--- src/hw/rtl/gasp_pkg.sv ---
// Shared types, codes and step tables of the grid path search block.
`timescale 1ns / 1ps
`default_nettype none

package gasp_pkg;

	// Result kinds
	localparam logic [1:0] KIND_CELL = 2'd0;
	localparam logic [1:0] KIND_OK   = 2'd1;
	localparam logic [1:0] KIND_FAIL = 2'd2;

	// Input word modes
	localparam logic MODE_OBSTACLE = 1'b0;
	localparam logic MODE_SEARCH   = 1'b1;

	// Register indexes and width of the register data
	localparam logic REG_MAP_WIDTH  = 1'b0;
	localparam logic REG_MAP_HEIGHT = 1'b1;
	localparam int   CFG_BITS       = 9;
	localparam logic [CFG_BITS-1:0] MAP_RESET = 9'd256;

	// Neighbour steps: four straight ones, then four diagonals
	localparam logic signed [1:0] STEP_DX [8] = '{2'sb00, 2'sb00, 2'sb11, 2'sb01,
		2'sb11, 2'sb11, 2'sb01, 2'sb01};
	localparam logic signed [1:0] STEP_DY [8] = '{2'sb11, 2'sb01, 2'sb00, 2'sb00,
		2'sb11, 2'sb01, 2'sb11, 2'sb01};

	typedef enum logic [2:0] {
		SCAN_MIN,
		SCAN_OBS,
		SCAN_CLOSED,
		SCAN_DUP,
		SCAN_SHIFT
	} scan_kind_t;

	typedef struct packed {
		logic       obs_wr;
		logic       start;
		logic       scan_init;
		scan_kind_t scan_kind;
		logic       scan_run;
		logic       close;
		logic       dir_first;
		logic       dir_next;
		logic       sq1;
		logic       sq2;
		logic       push;
		logic       shift_end;
		logic       trace_start;
		logic       trace_step;
		logic       out_cell;
		logic       out_ok;
		logic       out_fail;
	} cmd_t;

	typedef struct packed {
		logic scan_done;
		logic open_empty;
		logic over_limit;
		logic at_goal;
		logic child_in;
		logic blocked;
		logic closed_hit;
		logic dup;
		logic dir_last;
		logic trace_more;
		logic out_free;
	} sts_t;

endpackage

`default_nettype wire

--- src/hw/rtl/gasp_ctrl.sv ---
// Sequencer of the path search: steps the datapath through each expansion.
`timescale 1ns / 1ps
`default_nettype none

module gasp_ctrl
	import gasp_pkg::*;
(
	input  logic clk,
	input  logic arst_n,
	input  logic in_valid,
	output logic in_ready,
	input  logic mode,
	input  sts_t sts,
	output cmd_t cmd
);

	typedef enum logic [13:0] {
		S_IDLE   = 14'b00000000000001,
		S_CHK    = 14'b00000000000010,
		S_SEL    = 14'b00000000000100,
		S_CLOSE  = 14'b00000000001000,
		S_DIR    = 14'b00000000010000,
		S_OBS    = 14'b00000000100000,
		S_CLSD   = 14'b00000001000000,
		S_SQ     = 14'b00000010000000,
		S_DUP    = 14'b00000100000000,
		S_NEXT   = 14'b00001000000000,
		S_SHIFT  = 14'b00010000000000,
		S_TR_RD  = 14'b00100000000000,
		S_TR_CHK = 14'b01000000000000,
		S_FAIL   = 14'b10000000000000
	} state_t;

	state_t state_q, state_d;

	assign in_ready = (state_q == S_IDLE);

	always_comb begin
		state_d = state_q;
		cmd = '0;
		cmd.scan_kind = SCAN_MIN;
		unique case (state_q)
			S_IDLE: begin
				if (in_valid) begin
					if (mode == MODE_SEARCH) begin
						cmd.start = 1'b1;
						state_d = S_CHK;
					end else begin
						cmd.obs_wr = 1'b1;
					end
				end
			end
			S_CHK: begin
				if (sts.open_empty) begin
					state_d = S_FAIL;
				end else begin
					cmd.scan_init = 1'b1;
					cmd.scan_kind = SCAN_MIN;
					state_d = S_SEL;
				end
			end
			S_SEL: begin
				cmd.scan_run = 1'b1;
				if (sts.scan_done) begin
					state_d = S_CLOSE;
				end
			end
			S_CLOSE: begin
				cmd.close = 1'b1;
				if (sts.over_limit) begin
					state_d = S_FAIL;
				end else if (sts.at_goal) begin
					cmd.trace_start = 1'b1;
					state_d = S_TR_RD;
				end else begin
					cmd.dir_first = 1'b1;
					state_d = S_DIR;
				end
			end
			S_DIR: begin
				if (!sts.child_in) begin
					state_d = S_NEXT;
				end else begin
					cmd.scan_init = 1'b1;
					cmd.scan_kind = SCAN_OBS;
					state_d = S_OBS;
				end
			end
			S_OBS: begin
				cmd.scan_run = 1'b1;
				if (sts.scan_done) begin
					if (sts.blocked) begin
						state_d = S_NEXT;
					end else begin
						cmd.scan_init = 1'b1;
						cmd.scan_kind = SCAN_CLOSED;
						state_d = S_CLSD;
					end
				end
			end
			S_CLSD: begin
				cmd.scan_run = 1'b1;
				if (sts.scan_done) begin
					if (sts.closed_hit) begin
						state_d = S_NEXT;
					end else begin
						cmd.sq1 = 1'b1;
						state_d = S_SQ;
					end
				end
			end
			S_SQ: begin
				cmd.sq2 = 1'b1;
				cmd.scan_init = 1'b1;
				cmd.scan_kind = SCAN_DUP;
				state_d = S_DUP;
			end
			S_DUP: begin
				cmd.scan_run = 1'b1;
				if (sts.scan_done) begin
					cmd.push = !sts.dup;
					state_d = S_NEXT;
				end
			end
			S_NEXT: begin
				if (sts.dir_last) begin
					cmd.scan_init = 1'b1;
					cmd.scan_kind = SCAN_SHIFT;
					state_d = S_SHIFT;
				end else begin
					cmd.dir_next = 1'b1;
					state_d = S_DIR;
				end
			end
			S_SHIFT: begin
				cmd.scan_run = 1'b1;
				if (sts.scan_done) begin
					cmd.shift_end = 1'b1;
					state_d = S_CHK;
				end
			end
			S_TR_RD: begin
				state_d = S_TR_CHK;
			end
			S_TR_CHK: begin
				if (sts.out_free) begin
					if (sts.trace_more) begin
						cmd.out_cell = 1'b1;
						cmd.trace_step = 1'b1;
						state_d = S_TR_RD;
					end else begin
						cmd.out_ok = 1'b1;
						state_d = S_IDLE;
					end
				end
			end
			S_FAIL: begin
				if (sts.out_free) begin
					cmd.out_fail = 1'b1;
					state_d = S_IDLE;
				end
			end
			default: begin
				state_d = S_IDLE;
			end
		endcase
	end

	always_ff @(posedge clk or negedge arst_n) begin
		if (!arst_n) begin
			state_q <= S_IDLE;
		end else begin
			state_q <= state_d;
		end
	end

endmodule

`default_nettype wire

--- config.mk ---
export PLATFORM = sky130hd
export DESIGN_NAME = gasp_ctrl
export DESIGN_NICKNAME = d
export VERILOG_FILES = /design/src/hw/rtl/gasp_pkg.sv /design/src/hw/rtl/gasp_ctrl.sv
export SDC_FILE = /design/constraint.sdc
export NUM_CORES = 1
export LEC_CHECK = 0
export ABC_AREA = 1
export BUFFER_PORTS_ARGS = -buffer_cell sky130_fd_sc_hd__clkbuf_2
export CORE_MARGIN = 4
export CORE_UTILIZATION = 30
export DETAILED_ROUTE_END_ITERATION = 10
export PLACE_DENSITY = 0.64
export RECOVER_POWER = 100
export SYNTH_ARGS = -nofsm -noshare
export SYNTH_HDL_FRONTEND = slang
export SYNTH_SLANG_ARGS = --single-unit
--- constraint.sdc ---
create_clock -name clk -period 2 [get_ports clk]
set_input_delay 0.1 -clock clk [delete_from_list [all_inputs] [get_ports clk]]
set_output_delay 0.1 -clock clk [all_outputs]
set_load 0.02 [all_outputs]
==> results.json <==
{
  "clkTransAtPathRegs_ps": 60,
  "syn_area_per_cell_sq_um": 6.31,
  "synthTopCellsByArea": "dfrtp_1, nand2_1, nor2_1, inv_1, nand2_4",
  "die-width_um": 68.5,
  "hold_violations": 0,
  "num_vias": 1132,
  "max-clock-path-buffers": 2,
  "r2r_setup_slack_ps": 280,
  "setup_viol": 0,
  "hp-start": "sts[7]",
  "nNetsFinal": 230,
  "routed_via_density": 4.35,
  "synth_mux_area_share_pct": 0,
  "synth-compound-area-share_pct": 4.33,
  "async_reset_ff_share_pct": 100,
  "tns_ps": 0,
  "path_class": "register to primary output",
  "n_antenna_cell": 0,
  "core_area_sq_um": 3440,
  "relSlewSlack_pct": 46.9,
  "drt_iter0_markers": 39,
  "min_to": "state_q[4]$_DFFE_PN0P_",
  "r2r-end": "state_q[10]$_DFFE_PN0P_",
  "p_leak_nw": 0.838,
  "grt_pass1_wl_um": 4390,
  "status": "finished, final reports clean",
  "min_path_type": "primary input to register",
  "final.min_clock_period_ps": 1880,
  "grt_pass1_vias": 1071,
  "synth-simple-area-share_pct": 52.7,
  "drv_slew": 0,
  "antenna_found_initial": 0,
  "grt.total_usage_pct": 12.6,
  "ys_seq_area_share_pct": 32.0,
  "totalWireLength_um": 2730,
  "synth_xor_area_share_pct": 0,
  "finalClockSkew_ps": 6.09,
  "firstDrtPassIters": 4,
  "portBuffers": 34,
  "post-route-period-util_pct": 93.9,
  "areaGrowthSynthToFinish_pct": 27.0,
  "synth-edff-count": 0,
  "regMostFlops": "state_q",
  "cts_root_buffer": "clkbuf_8",
  "grt_max_degree": 15,
  "numCtsBuffers": 3,
  "largest_reg_flops": 14,
  "synth.top_cell.area_share_pct": 29.6,
  "crit_path_end_kind": "primary output",
  "reg2reg_depth": 11,
  "dieHeight_um": 68.5,
  "top_regs": "state_q (14)",
  "ctsHtreeMaxLevel": 1,
  "gp_congestion": 0.861,
  "cts_tree": "yes",
  "hpwl_um": 2250,
  "p_total_w": 0.00122,
  "syn_area_sq_um": 1100,
  "drcViolationCount": 0,
  "drive_gt1_share_pct": 30.4,
  "synthCells": 174,
  "cp.arrival_ps": 1780,
  "final_cell_mix": "nand2_1, nor2_1, clkbuf_2",
  "die_area_sq_um": 4690,
  "cts_sinks": 14,
  "place_ws_ps": 317,
  "synth_top_cell_by_area": "dfrtp_1",
  "syn_nets": 189,
  "yosys_warnings": 0,
  "synth_top_family_by_area": "simple AND/OR/NAND/NOR gates",
  "cp_data_required_time_ps": 1900,
  "yosys_most_used_dff": "dfrtp_1",
  "yosys_register_bits": 14,
  "maxCapViolations": 0,
  "r2r_start": "state_q[8]$_DFFE_PN0P_",
  "critPathLaunchType": "register",
  "path_max_fanout": 6,
  "max_freq_mhz": 533,
  "grt_remaining_overflow": 0,
  "yosysUniqueCellTypes": 24,
  "finalNonFillerCells": 260,
  "ir_drop_mv": 0.578,
  "yosys.area_share.adder_pct": 0,
  "mostFrequentLayoutCell": "nand2_1",
  "clk_latency_ps": 250,
  "holdPathStages": 2,
  "worstMarginPinSlew_ps": 797,
  "power_density_nw_per_um2": 877,
  "std_cell_rows": 21,
  "fin_ws_ps": 123,
  "initial_core_util_pct": 31.9,
  "detail-route-antenna-nets": 0,
  "avgRoutedWirePerCell_um": 10.5,
  "dp.cells": 252,
  "io_pins": 35
}
## layout make-up
class	count	area, sq um
Inverter	27	101
Multi-Input combinational cell	132	634
Fill cell	371	2050
Sequential cell	14	352
Clock buffer	4	55.1
Timing Repair Buffer	37	194
Tap cell	46	57.6
## per-stage QoR
step | utilization, % | hold WS, ps | cell area, sq um
final | 40.5 | 66.0 | 1390
after global routing | 40.5 | 64.4 | 1390
after CTS | 39.8 | 66.6 | 1370
after detailed placement | 37.9 | 35.8 | 1310
after global placement | 37.9 | 29.5 | 1310
after floorplan | - | -196 | 1100
## how the worst max path moves through the flow
stage	slack (ps)	endpoint	cells after the start	from
CTS	100	cmd[16]	8	state_q[8]$_DFFE_PN0P_
global route	-0.4	cmd[3]	6	state_q[8]$_DFFE_PN0P_
finish	120	cmd[16]	7	state_q[8]$_DFFE_PN0P_
global placement	310	state_q[10]$_DFFE_PN0P_	11	state_q[8]$_DFFE_PN0P_
floorplan	230	cmd[3]	6	state_q[7]$_DFFE_PN0P_
detailed placement	320	state_q[8]$_DFFE_PN0P_	11	state_q[8]$_DFFE_PN0P_
## report_power, final
group,switching [W],total [W],internal [W],leakage (nW)
Sequential,0.0000262,0.000351,0.000325,0.191
Combinational,0.000407,0.000595,0.000188,0.619
Clock,0.000102,0.000277,0.000175,0.0288
Total,0.000535,0.00122,0.000688,0.838
## cell usage after synthesis, types with 2 or more instances
cell type	instances
inv_2	5
nand3_1	7
nor2_1	36
o21ai_0	3
nand4_1	2
nor2_2	5
nor2_4	2
nor3_1	6
nand2_4	4
nand2_1	54
inv_1	22
nand2_2	4
dfrtp_1	13
## metal layers
metal / vias up / global-route usage, % / wire length (um)
met2: 36 / 20.5 / 1220
met1: 483 / 16.0 / 1260
met3: 5 / 2.63 / 202
met4: 0 / 5.21 / 44
met5: - / 0 / 0
li1: 608 / - / -
## logic make-up (layout without fill, tap and decap cells)
family                 Yosys count  after routing
buffers and inverters           29             68
and+or+nand+nor                123            124
DFF                             14             14
AOI/OAI and AO/OA                8              8
## critical path, cell delays in order, from the launching register on
cell and delay (ps):
dfrtp_1 410, nor2_1 210, nand2_2 140, nor2_4 190
buf_4 140, nand3_1 130, nand4_1 130, clkbuf_2 180
## timing repair
item,in CTS,in global routing
endpoints found under the setup margin,0,6
resized for setup,0,1
hold endpoints to repair,13,0
hold buffers,1,0
buffers inserted,0,2
Power figures use the tool's default switching activity.
